`config.mk`:
```
export PLATFORM = sky130hd
export DESIGN_NAME = voxel_rotate_place_bound_top
export DESIGN_NICKNAME = d
export VERILOG_FILES = /design/src/hw/rtl/vrpb_pkg.sv /design/src/hw/rtl/vrpb_front.sv /design/src/hw/rtl/vrpb_queue.sv /design/src/hw/rtl/vrpb_back.sv /design/src/hw/rtl/voxel_rotate_place_bound_top.sv
export VERILOG_INCLUDE_DIRS = /design/src /design/src/hw/rtl
export SDC_FILE = /design/constraint.sdc
export NUM_CORES = 1
export LEC_CHECK = 0
export ABC_AREA = 1
export BUFFER_PORTS_ARGS = -buffer_cell sky130_fd_sc_hd__buf_4
export CORE_AREA = 2 2 303 215
export DETAILED_ROUTE_END_ITERATION = 10
export DIE_AREA = 0 0 305 217
export HOLD_SLACK_MARGIN = 0.05
export PLACE_DENSITY = 0.56
export SYNTH_ARGS = -nofsm -noshare
export SYNTH_HDL_FRONTEND = slang
export SYNTH_HIERARCHICAL = 1
export SYNTH_SLANG_ARGS = --single-unit
export TNS_END_PERCENT = 50
```
`constraint.sdc`:
```
create_clock -name clock -period 4.9 [get_ports clock]
set_input_delay 0.98 -clock clock [delete_from_list [all_inputs] [get_ports clock]]
set_output_delay 0.98 -clock clock [all_outputs]
set_load 0.03 [all_outputs]
```
`src/hw/rtl/voxel_rotate_place_bound_top_macros.svh`:
```
// ---------------------------------------------------------------------------
// Voxel rotate/place/bound assertion macros
// Concurrent assertion helpers; they compile away when SYNTHESIS is set.
// ---------------------------------------------------------------------------
`ifndef VOXEL_ROTATE_PLACE_BOUND_TOP_MACROS_SVH
`define VOXEL_ROTATE_PLACE_BOUND_TOP_MACROS_SVH

`ifndef SYNTHESIS
// same-cycle implication
`define VRPB_ASSERT_IMPLY(label, clk, rst, ante, cons) \
   label: assert property (@(posedge clk) disable iff (rst) (ante) |-> (cons)) \
      else $error("vrpb assertion failed");
// next-cycle implication
`define VRPB_ASSERT_NEXT(label, clk, rst, ante, cons) \
   label: assert property (@(posedge clk) disable iff (rst) (ante) |=> (cons)) \
      else $error("vrpb assertion failed");
`else
`define VRPB_ASSERT_IMPLY(label, clk, rst, ante, cons)
`define VRPB_ASSERT_NEXT(label, clk, rst, ante, cons)
`endif

`endif

```
`src/hw/rtl/vrpb_pkg.sv`:
```
// ---------------------------------------------------------------------------
// Voxel rotate/place/bound package
// Shared types, register indexes and reset values.
// ---------------------------------------------------------------------------
package vrpb_pkg;

   typedef logic signed [16:0] coord_type;

   // register indexes on the csr port
   localparam logic [2:0] REG_ROTATION_CODE  = 3'd0;
   localparam logic [2:0] REG_OFFSET_X       = 3'd1;
   localparam logic [2:0] REG_OFFSET_Y       = 3'd2;
   localparam logic [2:0] REG_OFFSET_Z       = 3'd3;
   localparam logic [2:0] REG_EXTENT_X       = 3'd4;
   localparam logic [2:0] REG_EXTENT_Y       = 3'd5;
   localparam logic [2:0] REG_EXTENT_Z       = 3'd6;
   localparam logic [2:0] REG_MATERIAL_COUNT = 3'd7;

   localparam logic [6:0] ROTATION_RESET       = 7'd4;
   localparam logic [8:0] MATERIAL_COUNT_RESET = 9'd256;

   localparam int QUEUE_DEPTH = 2;

   typedef struct packed {
      logic [6:0]         rotation_code;
      logic signed [15:0] offset_x;
      logic signed [15:0] offset_y;
      logic signed [15:0] offset_z;
      logic [8:0]         extent_x;
      logic [8:0]         extent_y;
      logic [8:0]         extent_z;
      logic [8:0]         material_count;
   } cfg_type;

   // one placed voxel waiting for the bounding-box stage
   typedef struct packed {
      coord_type  eng_x;
      coord_type  eng_y;
      coord_type  eng_z;
      logic [7:0] material;
      logic       bad_material;
      logic       restart;
   } entry_type;

   function automatic coord_type axis_select(input logic [1:0] col,
                                             input coord_type l0,
                                             input coord_type l1,
                                             input coord_type l2);
      coord_type r;
      case (col)
         2'd0:    r = l0;
         2'd1:    r = l1;
         default: r = l2;
      endcase
      return r;
   endfunction

endpackage

```
`src/hw/rtl/vrpb_front.sv`:
```
// ---------------------------------------------------------------------------
// Voxel front end
// Accepts voxels, drops empty ones, centres, rotates, translates, swaps axes.
// ---------------------------------------------------------------------------
module vrpb_front (
   input  logic               clock,
   input  logic               reset,
   input  vrpb_pkg::cfg_type  cfg,
   input  logic               req_tvalid,
   output logic               req_tready,
   input  logic [31:0]        req_tdata,   // vox_x, vox_y, vox_z, colour_index
   input  logic               req_tuser,   // model_start
   input  logic               q_full,
   output logic               q_push,
   output vrpb_pkg::entry_type q_entry
);
   import vrpb_pkg::*;

   logic [7:0] vox_x, vox_y, vox_z, colour_index;
   logic       accepted, empty_vox;
   logic       restart_pend_ff, restart_pend_in;
   coord_type  local_x, local_y, local_z;
   logic [1:0] col0, col1, col2;
   logic       neg0, neg1, neg2, malformed;
   coord_type  row0, row1, row2;
   coord_type  scene0, scene1, scene2;

   assign vox_x        = req_tdata[7:0];
   assign vox_y        = req_tdata[15:8];
   assign vox_z        = req_tdata[23:16];
   assign colour_index = req_tdata[31:24];

   assign req_tready = !q_full;
   assign accepted   = req_tvalid && req_tready;
   assign empty_vox  = (colour_index == 8'd0);
   assign q_push     = accepted && !empty_vox;

   // centre on pivot = extent / 2
   assign local_x = coord_type'({9'd0, vox_x} - {9'd0, cfg.extent_x[8:1]});
   assign local_y = coord_type'({9'd0, vox_y} - {9'd0, cfg.extent_y[8:1]});
   assign local_z = coord_type'({9'd0, vox_z} - {9'd0, cfg.extent_z[8:1]});

   // signed permutation decode; bad codes fall back to identity
   always_comb begin
      malformed = (cfg.rotation_code[1:0] == 2'd3) || (cfg.rotation_code[3:2] == 2'd3)
               || (cfg.rotation_code[1:0] == cfg.rotation_code[3:2]);
      if (malformed) begin
         col0 = 2'd0;
         col1 = 2'd1;
         col2 = 2'd2;
         neg0 = 1'b0;
         neg1 = 1'b0;
         neg2 = 1'b0;
      end else begin
         col0 = cfg.rotation_code[1:0];
         col1 = cfg.rotation_code[3:2];
         col2 = 2'd3 - cfg.rotation_code[1:0] - cfg.rotation_code[3:2];
         neg0 = cfg.rotation_code[4];
         neg1 = cfg.rotation_code[5];
         neg2 = cfg.rotation_code[6];
      end
   end

   assign row0 = axis_select(col0, local_x, local_y, local_z);
   assign row1 = axis_select(col1, local_x, local_y, local_z);
   assign row2 = axis_select(col2, local_x, local_y, local_z);

   assign scene0 = (neg0 ? -row0 : row0) + coord_type'(cfg.offset_x);
   assign scene1 = (neg1 ? -row1 : row1) + coord_type'(cfg.offset_y);
   assign scene2 = (neg2 ? -row2 : row2) + coord_type'(cfg.offset_z);

   // Z-up to Y-up
   assign q_entry.eng_x        = scene0;
   assign q_entry.eng_y        = scene2;
   assign q_entry.eng_z        = -scene1;
   assign q_entry.material     = colour_index;
   assign q_entry.bad_material = ({1'b0, colour_index} >= cfg.material_count);
   assign q_entry.restart      = req_tuser || restart_pend_ff;

   // a model start on an empty voxel carries over to the next placed one
   always_comb begin
      restart_pend_in = restart_pend_ff;
      if (accepted) begin
         restart_pend_in = empty_vox ? (restart_pend_ff || req_tuser) : 1'b0;
      end
   end

   always_ff @(posedge clock) begin
      if (reset) begin
         restart_pend_ff <= 1'b0;
      end else begin
         restart_pend_ff <= restart_pend_in;
      end
   end

endmodule

```
`src/hw/rtl/vrpb_queue.sv`:
```
// ---------------------------------------------------------------------------
// Voxel queue
// Two-entry register queue between front end and bounding-box stage.
// ---------------------------------------------------------------------------
module vrpb_queue (
   input  logic                clock,
   input  logic                reset,
   input  logic                q_push,
   input  vrpb_pkg::entry_type q_wdata,
   output logic                q_full,
   input  logic                q_pop,
   output logic                q_valid,
   output vrpb_pkg::entry_type q_rdata
);
   import vrpb_pkg::*;

   localparam int PtrW = (QUEUE_DEPTH > 1) ? $clog2(QUEUE_DEPTH) : 1;
   localparam int CntW = $clog2(QUEUE_DEPTH + 1);

   entry_type          slot_ff [QUEUE_DEPTH];
   logic [PtrW-1:0]    wr_ptr_ff, rd_ptr_ff;
   logic [CntW-1:0]    count_ff;

   assign q_full  = (count_ff == CntW'(QUEUE_DEPTH));
   assign q_valid = (count_ff != '0);
   assign q_rdata = slot_ff[rd_ptr_ff];

   function automatic logic [PtrW-1:0] ptr_next(input logic [PtrW-1:0] p);
      return (p == PtrW'(QUEUE_DEPTH - 1)) ? '0 : p + 1'b1;
   endfunction

   always_ff @(posedge clock) begin
      if (reset) begin
         wr_ptr_ff <= '0;
         rd_ptr_ff <= '0;
         count_ff  <= '0;
      end else begin
         if (q_push) begin
            wr_ptr_ff <= ptr_next(wr_ptr_ff);
         end
         if (q_pop) begin
            rd_ptr_ff <= ptr_next(rd_ptr_ff);
         end
         if (q_push && !q_pop) begin
            count_ff <= count_ff + 1'b1;
         end else if (q_pop && !q_push) begin
            count_ff <= count_ff - 1'b1;
         end
      end
   end

   always_ff @(posedge clock) begin
      if (q_push) begin
         slot_ff[wr_ptr_ff] <= q_wdata;
      end
   end

endmodule

```
`src/hw/rtl/vrpb_back.sv`:
```
// ---------------------------------------------------------------------------
// Voxel back end
// Running bounding box per model and the result output register.
// ---------------------------------------------------------------------------
`include "voxel_rotate_place_bound_top_macros.svh"

module vrpb_back (
   input  logic                clock,
   input  logic                reset,
   input  logic                q_valid,
   input  vrpb_pkg::entry_type q_entry,
   output logic                q_pop,
   output logic                rsp_tvalid,
   input  logic                rsp_tready,
   // eng_x, eng_y, eng_z, material, box_min_x/y/z, box_max_x/y/z, zero pad
   output logic [167:0]        rsp_tdata,
   output logic                rsp_tuser    // bad_material
);
   import vrpb_pkg::*;

   logic       rsp_valid_ff, rsp_valid_in;
   logic       box_valid_ff;
   logic       start;
   coord_type  eng_x_ff, eng_y_ff, eng_z_ff;
   logic [7:0] material_ff;
   logic       bad_ff;
   coord_type  low_x_ff, low_y_ff, low_z_ff, high_x_ff, high_y_ff, high_z_ff;
   coord_type  low_x_in, low_y_in, low_z_in, high_x_in, high_y_in, high_z_in;

   assign q_pop        = q_valid && (!rsp_valid_ff || rsp_tready);
   assign rsp_valid_in = q_pop || (rsp_valid_ff && !rsp_tready);
   assign start        = q_entry.restart || !box_valid_ff;

   always_comb begin
      if (start) begin
         low_x_in  = q_entry.eng_x;
         low_y_in  = q_entry.eng_y;
         low_z_in  = q_entry.eng_z;
         high_x_in = q_entry.eng_x;
         high_y_in = q_entry.eng_y;
         high_z_in = q_entry.eng_z;
      end else begin
         low_x_in  = (q_entry.eng_x < low_x_ff)  ? q_entry.eng_x : low_x_ff;
         low_y_in  = (q_entry.eng_y < low_y_ff)  ? q_entry.eng_y : low_y_ff;
         low_z_in  = (q_entry.eng_z < low_z_ff)  ? q_entry.eng_z : low_z_ff;
         high_x_in = (q_entry.eng_x > high_x_ff) ? q_entry.eng_x : high_x_ff;
         high_y_in = (q_entry.eng_y > high_y_ff) ? q_entry.eng_y : high_y_ff;
         high_z_in = (q_entry.eng_z > high_z_ff) ? q_entry.eng_z : high_z_ff;
      end
   end

   always_ff @(posedge clock) begin
      if (reset) begin
         rsp_valid_ff <= 1'b0;
         box_valid_ff <= 1'b0;
      end else begin
         rsp_valid_ff <= rsp_valid_in;
         if (q_pop) begin
            box_valid_ff <= 1'b1;
         end
      end
   end

   // box registers double as the result's box fields
   always_ff @(posedge clock) begin
      if (q_pop) begin
         eng_x_ff    <= q_entry.eng_x;
         eng_y_ff    <= q_entry.eng_y;
         eng_z_ff    <= q_entry.eng_z;
         material_ff <= q_entry.material;
         bad_ff      <= q_entry.bad_material;
         low_x_ff    <= low_x_in;
         low_y_ff    <= low_y_in;
         low_z_ff    <= low_z_in;
         high_x_ff   <= high_x_in;
         high_y_ff   <= high_y_in;
         high_z_ff   <= high_z_in;
      end
   end

   assign rsp_tvalid = rsp_valid_ff;
   assign rsp_tuser  = bad_ff;
   assign rsp_tdata  = {7'd0, high_z_ff, high_y_ff, high_x_ff, low_z_ff, low_y_ff, low_x_ff,
                        material_ff, eng_z_ff, eng_y_ff, eng_x_ff};

   `VRPB_ASSERT_IMPLY(a_box_ordered, clock, reset, rsp_valid_ff, (low_x_ff <= high_x_ff) && (low_y_ff <= high_y_ff) && (low_z_ff <= high_z_ff))
   `VRPB_ASSERT_IMPLY(a_point_in_box, clock, reset, rsp_valid_ff, (low_x_ff <= eng_x_ff) && (eng_x_ff <= high_x_ff) && (low_z_ff <= eng_z_ff) && (eng_z_ff <= high_z_ff))
   `VRPB_ASSERT_NEXT(a_restart_box, clock, reset, q_pop && q_entry.restart, (low_y_ff == eng_y_ff) && (high_y_ff == eng_y_ff) && box_valid_ff)
   `VRPB_ASSERT_IMPLY(a_no_pop_empty, clock, reset, q_pop, q_valid && box_valid_ff == $past(box_valid_ff || q_pop))

endmodule

```
`src/hw/rtl/voxel_rotate_place_bound_top.sv`:
```
// ---------------------------------------------------------------------------
// Voxel rotate/place/bound top level
// Path: an accepted voxel is written into the queue and, once the result
//   register is free or being read, popped into it; that register drives
//   rsp_tvalid. Empty voxels give no rsp transaction.
// Throughput: one transaction per cycle on both sides; a two-entry queue and
//   the result register let either side stall independently.
// Reset: synchronous, active high; registers return to their reset values,
//   the bounding box is marked empty and the queue and output are emptied.
// ---------------------------------------------------------------------------
module voxel_rotate_place_bound_top (
   input  logic         clock,
   input  logic         reset,
   // input voxel stream
   input  logic         req_tvalid,
   output logic         req_tready,
   input  logic [31:0]  req_tdata,    // vox_x, vox_y, vox_z, colour_index
   input  logic         req_tuser,    // model_start
   // placed voxel stream
   output logic         rsp_tvalid,
   input  logic         rsp_tready,
   // eng_x, eng_y, eng_z, material, box_min_x, box_min_y, box_min_z,
   // box_max_x, box_max_y, box_max_z, then 7 zero bits
   output logic [167:0] rsp_tdata,
   output logic         rsp_tuser,    // bad_material
   // register writes
   input  logic         csr_we,
   input  logic [2:0]   csr_addr,
   input  logic [15:0]  csr_wdata
);
   import vrpb_pkg::*;

   cfg_type   cfg_ff;
   logic      q_push, q_full, q_pop, q_valid;
   entry_type q_wdata, q_rdata;

   // Register file. Writes must land only while the datapath is idle; the block
   // does not enforce this, and the front end reads these directly without any shadowing.
   always_ff @(posedge clock) begin
      if (reset) begin
         cfg_ff.rotation_code  <= ROTATION_RESET;
         cfg_ff.offset_x       <= '0;
         cfg_ff.offset_y       <= '0;
         cfg_ff.offset_z       <= '0;
         cfg_ff.extent_x       <= '0;
         cfg_ff.extent_y       <= '0;
         cfg_ff.extent_z       <= '0;
         cfg_ff.material_count <= MATERIAL_COUNT_RESET;
      end else if (csr_we) begin
         unique case (csr_addr)
            REG_ROTATION_CODE:  cfg_ff.rotation_code  <= csr_wdata[6:0];
            REG_OFFSET_X:       cfg_ff.offset_x       <= csr_wdata;
            REG_OFFSET_Y:       cfg_ff.offset_y       <= csr_wdata;
            REG_OFFSET_Z:       cfg_ff.offset_z       <= csr_wdata;
            REG_EXTENT_X:       cfg_ff.extent_x       <= csr_wdata[8:0];
            REG_EXTENT_Y:       cfg_ff.extent_y       <= csr_wdata[8:0];
            REG_EXTENT_Z:       cfg_ff.extent_z       <= csr_wdata[8:0];
            REG_MATERIAL_COUNT: cfg_ff.material_count <= csr_wdata[8:0];
            default:            cfg_ff                <= cfg_ff;
         endcase
      end
   end

   // Front end: transform in one combinational pass straight into the queue.
   // Empty voxels are dropped here; their model start is carried forward.
   vrpb_front u_front (
      .clock      (clock),
      .reset      (reset),
      .cfg        (cfg_ff),
      .req_tvalid (req_tvalid),
      .req_tready (req_tready),
      .req_tdata  (req_tdata),
      .req_tuser  (req_tuser),
      .q_full     (q_full),
      .q_push     (q_push),
      .q_entry    (q_wdata)
   );

   // Queue decouples the transform from the box update and output stall.
   vrpb_queue u_queue (
      .clock   (clock),
      .reset   (reset),
      .q_push  (q_push),
      .q_wdata (q_wdata),
      .q_full  (q_full),
      .q_pop   (q_pop),
      .q_valid (q_valid),
      .q_rdata (q_rdata)
   );

   // Back end: min/max update and result register.
   vrpb_back u_back (
      .clock      (clock),
      .reset      (reset),
      .q_valid    (q_valid),
      .q_entry    (q_rdata),
      .q_pop      (q_pop),
      .rsp_tvalid (rsp_tvalid),
      .rsp_tready (rsp_tready),
      .rsp_tdata  (rsp_tdata),
      .rsp_tuser  (rsp_tuser)
   );

endmodule

```
# Word-level counts from Yosys, hierarchy flattened
# Memory sizes are Yosys's and may differ from the RTL's. A register that Yosys moved wholly into a read port is not among the register bits.
# Cells that the tools add are included.
dict set report op_classes {
  add_sub_neg 16
  magnitude_cmp 7
  n_eq_ne 14
  muxes 33
  n_reduce_logical 46
}
# cell count
set op_table {}
lappend op_table {{two-way mux 17 bit} 15}
lappend op_table {{case mux 17 bit (2 select lines)} 3}
lappend op_table {{negation 17 bit} 4}
lappend op_table {{adder 17 x 16 -> 17 bit} 3}
lappend op_table {{greater-than comparator 17 bit} 3}
lappend op_table {{less-than comparator 17 bit} 3}
lappend op_table {{AND reduction 2 bit} 14}
lappend op_table {{subtractor 8 x 8 -> 9 bit} 3}
lappend op_table {{nonzero test 2 bit} 8}
lappend op_table {{equality test 3 bit (second input constant)} 4}
lappend op_table {{two-way mux 1 bit} 10}
lappend op_table {{two-way mux 2 bit} 5}
lappend op_table {{greater-or-equal comparator 8 x 9 -> 1 bit} 1}
lappend op_table {{logical NOT 8 bit} 1}
lappend op_table {{logical NOT 1 bit} 7}
lappend op_table {{equality test 2 x 1 -> 1 bit (second input constant)} 3}
lappend op_table {{equality test 2 bit (second input constant)} 3}
lappend op_table {{equality test 3 x 2 -> 1 bit (second input constant)} 2}
lappend op_table {{logical AND 1 bit} 6}
lappend op_table {{logical NOT 2 bit} 3}
lappend op_table {{logical OR 1 bit} 6}
lappend op_table {{equality test 3 x 1 -> 1 bit (second input constant)} 1}
lappend op_table {{logical NOT 3 bit} 1}
lappend op_table {{adder 1 bit (second input constant)} 2}
lappend op_table {{5 further kinds} 5}
dict set report totals {
  ff_bits 260
  ram_bits 122
  out_inout_bits 171
  word_cells 142
  memories 1
}
# memory depth width rd rd_ports_with_merged_regs write_ports line
set mem_list {}
lappend mem_list {u_queue.slot_ff 2 61 1 1 1 vrpb_queue.sv:20} ;# entry_type slot_ff [QUEUE_DEPTH];

# Depth between registers and ports, before layout
# Gate-level depths: netlist of the first run.
dict set report depth {
  depth_word 10
  mapped_depth 29
  ltp_nobuf 29
}

# Hierarchy
# Netlist of the first run, hierarchy kept.
# module n_inst cells_each area_each_um2 seq_area_each_um2
set modules_own_cells {}
lappend modules_own_cells {vrpb_back 1 695 7940.1 4904.7}
lappend modules_own_cells {vrpb_front 1 961 5516.5 20.0}
lappend modules_own_cells {vrpb_queue 1 223 4933.5 3763.6}
lappend modules_own_cells {voxel_rotate_place_bound_top 1 521 3609.7 1821.7}

# Worst setup path after synthesis of the first run
# Ideal clock, no wire load.
dict set report synth_path {
  path_kind {input port to flip-flop}
  start {in req_tdata[8]}
  end {mem u_queue/slot_ff[0][25] (netlist bit), data pin}
  setup_time_ps 269
  arrival_time_ps 4428
  required_time_ps 4631
  path_slack_ps 203
  path_stages 28
  path_buffers 0
  cell_sequence {inv_1 -> ha_1 -> inv_1 -> fa_1 -> nand2_1 -> nand2_1 -> nand3b_1 -> nand2_1 -> nand2_1 -> nand2_1 -> a21oi_2 -> nand2_2 -> nor2_2 -> nand2_1 -> nor2_1 -> nand2_1 -> ha_1 -> nand2_1 -> nand2_1 -> ha_1 -> ha_1 -> nand2_1 -> o21ai_0 -> a21oi_1 -> o21ai_0 -> nand3_1 -> o21ai_0 -> xor2_1}
}
# element line
set synth_lines {}
lappend synth_lines {{start, declared} voxel_rotate_place_bound_top.sv:17} ;# input logic [31:0] req_tdata,
lappend synth_lines {{end, declared} vrpb_queue.sv:20}

==> impl_metrics.yaml, run 1 <==
clock_tree:
  cts_buffers: 43
  htreeDepth: 2
  clock_sinks: 380
  path_clk_slew_ns: 0.05
  insertion_delay_ns: 0.58
  max-clock-path-buffers: 3
  root_buffer: "clkbuf_16"
  cts_tree: "built"
  cts_setup_buffers: 0
sta:
  report.final.setup_viol: 0
  post-route-min-period_ns: 4.499
  finalClockSkew_ns: 0.02580
  rsz0062_at_grt: "no"
  drv_slew: 0
  tightest_slew_ns: 1.115
  worst_slack_ns: 0.4007
  finalCritPeriodShare_pct: 91.82
  slew_headroom_pct: 25.56
  max_freq_mhz: 222.3
  hold_viol: 0
floorplan:
  core-area_um2: 63730
  die_w_um: 305
  ios: 228
  fp-row-count: 78
  start_util_pct: 34.35
  die_area_um2: 66190
  die_h_um: 217
detailed_routing:
  finalWirelength_mm: 57.32
  drt_iter0_drc: 1036
  vias: 16840
  drt_pass1_iterations: 5
  routedWlPerCell_um: 15.93
  viasPerCell: 4.679
  drc: 0
  ant_nets: 0
status:
  status: "finished clean"
place:
  place_ws_ns: -0.3739
  place.gp.congestion: 0.8982
  place_hpwl_mm: 43.68
  io_buffers: 220
layout:
  layout-drive-gt1-share_pct: 19.43
  final_core_util_pct: 41.92
  n_fill_cell: 6249
  area_growth_syn_to_layout_pct: 22.05
  n_antenna_cell: 0
  num-nets-final: 2992
synthesis:
  yosysWarnings: 6
  synth.cell_area_um2: 21890
  postSynthCellCount: 2385
  syn_area_per_cell_um2: 9.179
global_routing:
  grt_pass1_wl_mm: 89.16
  antenna_found_initial: 0
  gr-usage-met3_pct: 2.990
  use_met2_pct: 25.99
  grt_max_degree: 62
  use_met1_pct: 25.20
  top_usage_layer: "met2"
  grt_pass1_vias: 15950
  grt_overflow: 0
  grtUsageTotal_pct: 17.10
pwr:
  ir_worst_vdd_mv: 0.2894
  cellLeakagePower_nw: 12.39
  p_per_area_nw_per_um2: 618.5
flow_run:
  max-cap-violations: 0
critical_path:
  critPathRequiredTime_ns: 5.21
  arrival_ns: 4.81
  critPathKind: "primary input to register"
  cp-start-kind: "primary input"
  cp-end-kind: "register"
  path_max_fanout: 4
worst_hold_path:
  min_path_type: "register to register"
==> worst max-delay path, stage by stage <==
cell,delay [ns]
buf_4,0.11
inv_1,0.08
ha_1,0.16
inv_1,0.05
fa_1,0.38
nand2_1,0.10
nand2_1,0.08
buf_4,0.14
nand3_1,0.10
nand3b_1,0.11
nand3_1,0.12
nand3_1,0.19
buf_4,0.21
nor2_1,0.12
nand2_1,0.09
nand3_1,0.08
nand2_1,0.07
ha_1,0.27
ha_1,0.33
nand2_1,0.09
o21ai_0,0.28
a21oi_1,0.11
o21ai_0,0.27
a21oi_1,0.13
xor2_1,0.17
==> sequential cells by signal (all words and copies together), names as in the netlist, named ones only <==
| register | cells |
|---|---|
| u_queue/slot_ff | 122 |
| cfg_ff | 88 |
| u_back/eng_x_ff | 17 |
| u_back/eng_y_ff | 17 |
| u_back/eng_z_ff | 17 |
| u_back/high_x_ff | 17 |
| u_back/high_y_ff | 17 |
| u_back/high_z_ff | 17 |
| u_back/low_x_ff | 17 |
| u_back/low_y_ff | 17 |
| u_back/low_z_ff | 17 |
| u_back/material_ff | 8 |
| u_queue/count_ff | 2 |
| u_back/box_valid_ff | 1 |
| u_back/rsp_tuser | 1 |
| u_back/rsp_tvalid | 1 |
| u_front/restart_pend_ff | 1 |
| u_queue/rd_ptr_ff | 1 |
| u_queue/wr_ptr_ff | 1 |
==> report_power, final <==
part	switching (mW)	internal, mW	leakage [nW]	total [mW]
registers	0.490	4.99	3.48	5.48
logic	4.77	2.75	8.17	7.52
clock network	1.34	2.18	0.750	3.53
==> metal layers <==
layer | wire [um] | vias to the layer above | part of all wire [%]
met3 | 2652 | 73 | 4.6
met1 | 29190 | 7863 | 51
li1 | - | 8532 | -
met4 | 1147 | 0 | 2.0
met5 | 0 | - | 0
met2 | 24330 | 370 | 42
==> what timing repair did <==
action | 4_1_cts | 5_1_grt
hold buffers | 0 | 0
resized for setup | 0 | 4
setup endpoints to repair | 0 | 8
==> final cells by class <==
type | instances | area (um2) | area share [%]
sequential | 380 | 10450 | 39.13
multi-input combinational | 1612 | 9801 | 36.68
timing repair buffer | 340 | 2565 | 9.600
inverter | 348 | 1308 | 4.894
clock buffer | 55 | 1141 | 4.271
tap | 840 | 1051 | 3.934
clock inverter | 24 | 399.1 | 1.494
==> stage by stage <==
stage	TNS [ns]	hold slack [ns]	total power, mW	cells	instance area [um2]
final	0	0.4562	16.53	3599	26720
after global routing	0	0.4982	17.65	3599	26720
after CTS	0	0.4560	16.73	3599	26710
after detailed placement	-3.334	0.4475	13.13	3520	25170
after global placement	-2.368	0.4450	12.91	3520	25170
after floorplan	0	0.4304	10.52	2391	21910
==> path summary, 6_finish.rpt <==
kind	startpoint	to	slack [ns]	cells after the start
hold / removal	u_back/box_valid_ff	u_back/box_valid_ff	0.46	2
setup reg to reg	cfg_ff[86]	u_queue/slot_ff[1][26]	0.48	26
hold reg to reg	u_back/box_valid_ff	u_back/box_valid_ff	0.46	2
setup / recovery	req_tdata[8]	u_queue/slot_ff[0][24]	0.40	25
==> cells in the final DEF (no fill, tap or decap), types with 25 or more instances in the layout <==
master,instances
a21oi_1,105
buf_4,339
clkbuf_16,43
dfxtp_1,95
edfxtp_1,284
ha_1,204
inv_1,328
mux2_4,60
nand2_1,529
nand3_1,200
nor2_1,296
o21ai_0,25
xor2_1,45
Note: power is estimated with default switching activity, not from simulation.
==> run 2: changes to the inputs <==
--- a/config.mk
+++ b/config.mk
@@ -8,13 +8,12 @@
 export LEC_CHECK = 0
 export ABC_AREA = 1
 export BUFFER_PORTS_ARGS = -buffer_cell sky130_fd_sc_hd__buf_4
-export CORE_AREA = 2 2 303 215
+export CORE_AREA = 2 2 294 209
 export DETAILED_ROUTE_END_ITERATION = 10
-export DIE_AREA = 0 0 305 217
+export DIE_AREA = 0 0 296 211
 export HOLD_SLACK_MARGIN = 0.05
 export PLACE_DENSITY = 0.56
 export SYNTH_ARGS = -nofsm -noshare
 export SYNTH_HDL_FRONTEND = slang
-export SYNTH_HIERARCHICAL = 1
 export SYNTH_SLANG_ARGS = --single-unit
 export TNS_END_PERCENT = 50
==> run 2 against run 1 <==
Sequential share of layout area rose by 2.2 points. Wire length down 1.7%. Final area shrank 5.3%. Clock power decreased by 14%. Global-route usage up 1.1 points. Non-clock buffer count fell by 16. Flip-flop and latch count is the same.
==> impl_metrics.yaml, run 2 <==
status:
  status: "finished clean"
clock_tree:
  htreeDepth: 2
  clock_sinks: 380
  max-clock-path-buffers: 3
  insertion_delay_ns: 0.57
  path_clk_slew_ns: 0.06
  cts_tree: "built"
  cts_buffers: 41
  root_buffer: "clkbuf_16"
layout:
  multi_input_area_um2: 8877
  final-instance-count-excl-fill: 3420
  seqCellArea_um2: 10450
  final_cell_mix: "nand2_1 (508), buf_4 (324), inv_1 (316), edfxtp_1 (284), ha_1 (204)"
  final_area_um2: 25300
  layout-drive-gt1-share_pct: 16.44
  layout_commonest_cell: "nand2_1"
  top_regs: "u_queue.slot_ff (122), cfg_ff (88)"
  largest_register_ffs: 122
  area_growth_syn_to_layout_pct: 22.17
  num-nets-final: 2847
  max_flop_register: "u_queue.slot_ff"
  n_fill_cell: 5786
synthesis:
  yosysWarnings: 0
  synth_top_family_by_area: "simple AND/OR/NAND/NOR gates"
  seq_area_frac_synth_pct: 50.46
  postSynthCellCount: 2252
  synth_seq_cells: 380
  synthSimpleGateAreaFrac_pct: 17.83
  synth_area_leaders: "edfxtp_1 (41%), ha_1 (12%), dfxtp_1 (9.3%)"
  synth_edf_count: 284
  synth-compound-area-share_pct: 9.388
  muxShareOfSynthArea_pct: 0
  synth-async-reset-ratio_pct: 0
  synthXorXnorAreaFrac_pct: 2.453
  syn_area_per_cell_um2: 9.197
  synthFlopType: "edfxtp_1"
  synth_cell_types: 47
  synth_top_area_share_pct: 41.18
  synth_fa_ha_area_share_pct: 12.90
  synth_top_cells_by_count: "nand2_1 (508), inv_1 (318), edfxtp_1 (284), ha_1 (204), a21oi_1 (181)"
  synth.cell_area_um2: 20710
  yosysTopAreaCell: "edfxtp_1"
  yosysMostFrequentCell: "nand2_1"
critical_path:
  arrival_ns: 4.90
  reg2reg_from: "cfg_ff[84]"
  path_max_fanout: 4
  rr_worst_depth: 27
  timing.rr.end: "u_queue.slot_ff[1][23]"
  r2r_slack_ns: 0.35
  cp-end-kind: "register"
  critPathRequiredTime_ns: 5.20
  crit_top_cell: "ha_1"
  cp_top_family: "adder cells"
  cp-start-kind: "primary input"
  cp_num_buf_inv: 7
  critPathKind: "primary input to register"
  cpMaxStageDelayCell: "fa_1"
  slowest_delay_ns: 0.48
  cp.depth: 26
sta:
  rsz0062_at_grt: "no"
  finalClockSkew_ns: 0.02142
  drv_slew: 0
  finalCritPeriodShare_pct: 93.95
  report.final.setup_viol: 0
  max_freq_mhz: 217.2
  post-route-min-period_ns: 4.603
  hold_viol: 0
  slew_headroom_pct: 37.33
  tightest_slew_ns: 0.9401
global_routing:
  grt_pass1_wl_mm: 88.15
  grtUsageTotal_pct: 18.15
  antenna_found_initial: 5
  use_met2_pct: 28.37
  gr-usage-met3_pct: 2.904
  top_usage_layer: "met2"
  grt_overflow: 0
  grt_pass1_vias: 16140
  use_met1_pct: 26.20
  grt_max_degree: 52
place:
  post-place-cells: 3343
  io_buffers: 220
  place.gp.congestion: 0.9032
  dpl_cell_area_um2: 23990
  place_hpwl_mm: 42.85
floorplan:
  die_w_um: 296
  fp-row-count: 75
  core-area_um2: 59490
  start_util_pct: 34.81
  die_h_um: 211
  ios: 228
  die_area_um2: 62460
detailed_routing:
  drc: 0
  drt_pass1_iterations: 5
  finalWirelength_mm: 56.36
  viasPerCell: 4.714
  routedWlPerCell_um: 16.48
  vias: 16120
  ant_nets: 0
  drt_iter0_drc: 938
pwr:
  p_per_area_nw_per_um2: 638.0
  ir_worst_vdd_mv: 0.4057
  cellLeakagePower_nw: 11.61
  totalPowerFinal_mw: 16.14
worst_hold_path:
  whs_path_depth: 2
  worstHoldEndpoint: "cfg_ff[26]"
  hp-start: "cfg_ff[26]"
  min_path_type: "register to register"
flow_run:
  max-cap-violations: 0
==> run 2: layout make-up <==
class,count,share of cell area (%)
multi-input cells,1504,35.08
clock buffers,51,4.287
repair buffers,324,9.613
flip-flops and latches,380,41.30
clock inverters,21,0.7714
inverters,329,4.915
diodes,3,0.02967
well taps,808,3.995
==> run 2: timing repair <==
item                                   in CTS  in global routing
hold buffers                                0                  0
setup buffers                               0                  2
gates resized for setup                     0                  7
setup endpoints to repair                   0                 12
endpoints found under the hold margin       0                  0
==> run 2: logic make-up after synthesis <==
group / after synthesis
AOI/OAI and AO/OA: 367
xor gates and xnor gates: 58
adders and majority gates: 210
buffers and inverters: 374
DFF: 380
other: 1
and+or+nand+nor: 862
==> run 2: report_power, final <==
group / leakage [nW] / total [mW] / switching, mW / internal [mW]
Clock: 0.609 / 3.03 / 1.30 / 1.73
Sequential: 3.49 / 5.54 / 0.455 / 5.09
Combinational: 7.51 / 7.57 / 5.03 / 2.54
==> run 2: worst max-delay path by stage <==
| stage | to | slack (ns) | from |
|---|---|---|---|
| 6_report | u_queue.slot_ff[1][23] | 0.30 | req_tdata[8] |
| 2_1_floorplan | u_queue.slot_ff[0][23] | 0.09 | req_tdata[8] |
| 3_5_place_dp | u_queue.slot_ff[1][23] | -0.34 | req_tdata[8] |
| 5_1_grt | u_queue.slot_ff[1][23] | 0.03 | req_tdata[8] |
| 3_3_place_gp | u_queue.slot_ff[0][23] | -0.29 | req_tdata[8] |
| 4_1_cts | u_queue.slot_ff[1][23] | 0.25 | cfg_ff[84] |
==> run 2: worst reg2reg max path, delay by kind of cell, from the launching register on <==
family	cells	cell delay [ns]
flops	1	0.35
xor+xnor	1	0.16
compound gates	4	0.62
buf+inv	6	0.62
simple gates	11	1.09
fa+ha+maj	5	1.45
==> run 2: through the flow <==
| step | setup WS (ns) | util, % | TNS (ns) | hold WS (ns) |
|---|---|---|---|---|
| 5_1_grt | 0.03019 | 42.52 | 0 | 0.4765 |
| 4_1_cts | 0.2455 | 42.47 | 0 | 0.4627 |
| 3_5_place_dp | -0.3435 | 40.32 | -4.189 | 0.4532 |
| 6_report | 0.2966 | 42.53 | 0 | 0.4585 |
| 3_3_place_gp | -0.2885 | 40.32 | -3.257 | 0.4319 |
| 2_1_floorplan | 0.08975 | - | 0 | 0.4258 |
==> run 2: layer usage <==
layer / up-vias / share of wire (%)
li1: 8198 / -
met1: 7534 / 49
met2: 321 / 44
met3: 70 / 5.0
met4: 0 / 1.8
met5: - / 0
==> run 3: changes to the inputs <==
--- a/config.mk
+++ b/config.mk
@@ -8,12 +8,13 @@
 export LEC_CHECK = 0
 export ABC_AREA = 1
 export BUFFER_PORTS_ARGS = -buffer_cell sky130_fd_sc_hd__buf_4
-export CORE_AREA = 2 2 294 209
+export CORE_AREA = 2 2 303 215
 export DETAILED_ROUTE_END_ITERATION = 10
-export DIE_AREA = 0 0 296 211
+export DIE_AREA = 0 0 305 217
 export HOLD_SLACK_MARGIN = 0.05
 export PLACE_DENSITY = 0.56
 export SYNTH_ARGS = -nofsm -noshare
 export SYNTH_HDL_FRONTEND = slang
+export SYNTH_HIERARCHICAL = 1
 export SYNTH_SLANG_ARGS = --single-unit
 export TNS_END_PERCENT = 50
==> constraint.sdc (replaced) <==
create_clock -name clock -period 4.9 [get_ports clock]
set_input_delay 0.245 -clock clock [delete_from_list [all_inputs] [get_ports clock]]
set_output_delay 0.245 -clock clock [all_outputs]
set_load 0.01 [all_outputs]
==> run 3 against run 2 <==
First-iteration DRC count is 0.64% lower. Total power is 5.5% lower. Count of clock-buffer cells in the layout is 1 higher. Sequential share of layout area is 1.3 points lower. Final cell count is 2.9% higher. Global-route usage is 1.2 points lower. Sequential power is 1% lower. Combinational power is 17% lower. Clock skew is 0.0026 ns higher. Largest cell class unchanged. Largest power group unchanged.
==> impl_metrics.yaml, run 3 (same netlist as run 1, synthesis figures left out) <==
status:
  status: "finished clean"
layout:
  largest_register_ffs: 122
  final_cell_mix: "nand2_1 (529), inv_1 (328), nor2_1 (296), edfxtp_1 (284), buf_4 (238)"
  max_flop_register: "u_queue/slot_ff"
  final_core_util_pct: 40.98
  seqCellArea_um2: 10460
  top_regs: "u_queue/slot_ff (122), cfg_ff (88)"
  num-nets-final: 2910
  n_fill_cell: 6248
  layout-drive-gt1-share_pct: 16.36
  multi_input_area_um2: 9793
  final_area_um2: 26120
  area_growth_syn_to_layout_pct: 19.30
  layout_commonest_cell: "nand2_1"
global_routing:
  use_met2_pct: 26.32
  grt_overflow: 0
  grt_pass1_vias: 16090
  grtUsageTotal_pct: 16.98
  antenna_found_initial: 1
  top_usage_layer: "met2"
  grt_pass1_wl_mm: 88.66
  grt_max_degree: 89
  gr-usage-met3_pct: 2.454
  use_met1_pct: 24.69
clock_tree:
  cts_tree: "built"
  root_buffer: "clkbuf_16"
  path_clk_slew_ns: 0.06
  max-clock-path-buffers: 3
  cts_buffers: 43
  insertion_delay_ns: 0.59
  htreeDepth: 2
  clock_sinks: 380
critical_path:
  arrival_ns: 4.73
  path_max_fanout: 10
  worstPathCellList: "ha_1 -> inv_1 -> nand3_4 -> nand3b_4 -> nor2_4 -> buf_4 -> a21oi_2 -> nand2_2 -> nor2_2 -> nand2_1 -> nor2_1 -> nand2_1 -> ha_1 -> nand2_1 -> nand2_1 -> ha_1 -> ha_1 -> nand2_1 -> o21ai_0 -> a21oi_1 -> o21ai_2 -> nand3_1 -> o21ai_0 -> xor2_1"
  cp-start-kind: "register"
  cp-end-kind: "register"
  critPathKind: "register to register"
  crit_top_cell: "nand2_1"
  cpMaxStageDelayCell: "dfxtp_1"
  cp_top_family: "simple AND/OR/NAND/NOR gates"
  cp_num_buf_inv: 2
  critPathRequiredTime_ns: 5.21
  slowest_delay_ns: 0.41
floorplan:
  ios: 228
  core-area_um2: 63730
  die_h_um: 217
  fp-row-count: 78
  die_area_um2: 66190
  start_util_pct: 34.35
  die_w_um: 305
sta:
  hold_viol: 0
  tightest_slew_ns: 1.130
  drv_slew: 0
  finalCritPeriodShare_pct: 90.15
  worst_slack_ns: 0.4825
  post-route-min-period_ns: 4.418
  finalClockSkew_ns: 0.02398
  fin_tns_setup_ns: 0
  slew_headroom_pct: 24.36
  report.final.setup_viol: 0
  max_freq_mhz: 226.4
  rsz0062_at_grt: "no"
pwr:
  power.share.combinational_pct: 41.3
  switching_share_pct: 36.74
  power_switching_mw: 5.602
  p_clk_share_pct: 22.8
  ir_worst_vdd_mv: 0.2939
  cellLeakagePower_nw: 11.99
  totalPowerFinal_mw: 15.25
  power.internal_mw: 9.647
  p_per_area_nw_per_um2: 583.9
  p_seq_share_pct: 36.0
detailed_routing:
  ant_nets: 0
  viasPerCell: 4.745
  vias: 16700
  finalWirelength_mm: 56.78
  drt_pass1_iterations: 5
  routedWlPerCell_um: 16.14
  drc: 0
  drt_iter0_drc: 932
place:
  place.gp.congestion: 0.8886
  dpl_cell_area_um2: 24390
  place_hpwl_mm: 42.51
  io_buffers: 220
  place_ws_ns: 0.2377
worst_hold_path:
  min_path_type: "primary input to register"
flow_run:
  max-cap-violations: 0
run 3: changes by cell type in the layout (fill, tap and decap cells not counted), sizes merged, moves of 27 or more:
cell / before / now
nor2: 175 / 324
o21ai: 144 / 29
nand3: 95 / 204
buf: 324 / 239
a21oi: 182 / 106
mux2: 0 / 61
inv: 323 / 350
run 3: what timing repair did:
action / 4_1_cts / 5_1_grt
gates resized for setup: 0 / 3
setup endpoints to repair: 0 / 4
hold buffers: 19 / 0
buffers inserted: 0 / 2
endpoints found under the hold margin: 35 / 0
run 3: power by group through the flow:
stage	clock network [mW]	registers (mW)	logic, mW
finish	3.47	5.48	6.29
global route	3.70	5.60	7.05
CTS	3.58	5.52	6.36
detailed placement	0	5.58	6.31
global placement	0	5.54	6.16
floorplan	0	5.73	3.77
run 3: worst register-to-register path: stages (launching register included):
cell and delay, ns:
dfxtp_1 0.41, ha_1 0.29, inv_1 0.12, nand3_4 0.16
nand3b_4 0.22, nor2_4 0.05, buf_4 0.17, a21oi_2 0.29
nand2_2 0.11, nor2_2 0.11, nand2_1 0.07, nor2_1 0.11
nand2_1 0.07, ha_1 0.27, nand2_1 0.07, nand2_1 0.06
ha_1 0.28, ha_1 0.35, nand2_1 0.08, o21ai_0 0.16
a21oi_1 0.10, o21ai_2 0.21, nand3_1 0.09, o21ai_0 0.21
xor2_1 0.11
run 3: per-stage QoR:
step / instances / hold WS, ns
after floorplan: 2391 / 0.3141
after global placement: 3417 / 0.4439
after detailed placement: 3417 / 0.4557
after CTS: 3516 / 0.06773
after global routing: 3518 / 0.1298
final: 3519 / 0.1178
run 3: area by class of cell:
| cell class | count | area share (%) |
|---|---|---|
| Antenna cell | 1 | 0.009582 |
| Inverter | 348 | 5.007 |
| Clock inverter | 28 | 1.452 |
| Tap cell | 840 | 4.025 |
| Timing Repair Buffer | 258 | 7.647 |
| Clock buffer | 52 | 4.326 |
| Multi-Input combinational cell | 1612 | 37.50 |
| Sequential cell | 380 | 40.03 |
run 3: worst paths after layout:
kind,cells past startpoint,from,to,slack (ns)
min,5,csr_wdata[14],cfg_ff[66],0.12
min reg2reg,2,u_back/box_valid_ff,u_back/box_valid_ff,0.46
max reg2reg,24,cfg_ff[86],u_queue/slot_ff[1][25],0.48
max,24,cfg_ff[86],u_queue/slot_ff[1][25],0.48
run 3: routing by layer:
layer,share of wire [%],vias to the layer above
met1,50,7874
met4,2.2,0
li1,-,8363
met5,0,-
met3,5.0,82
met2,43,380
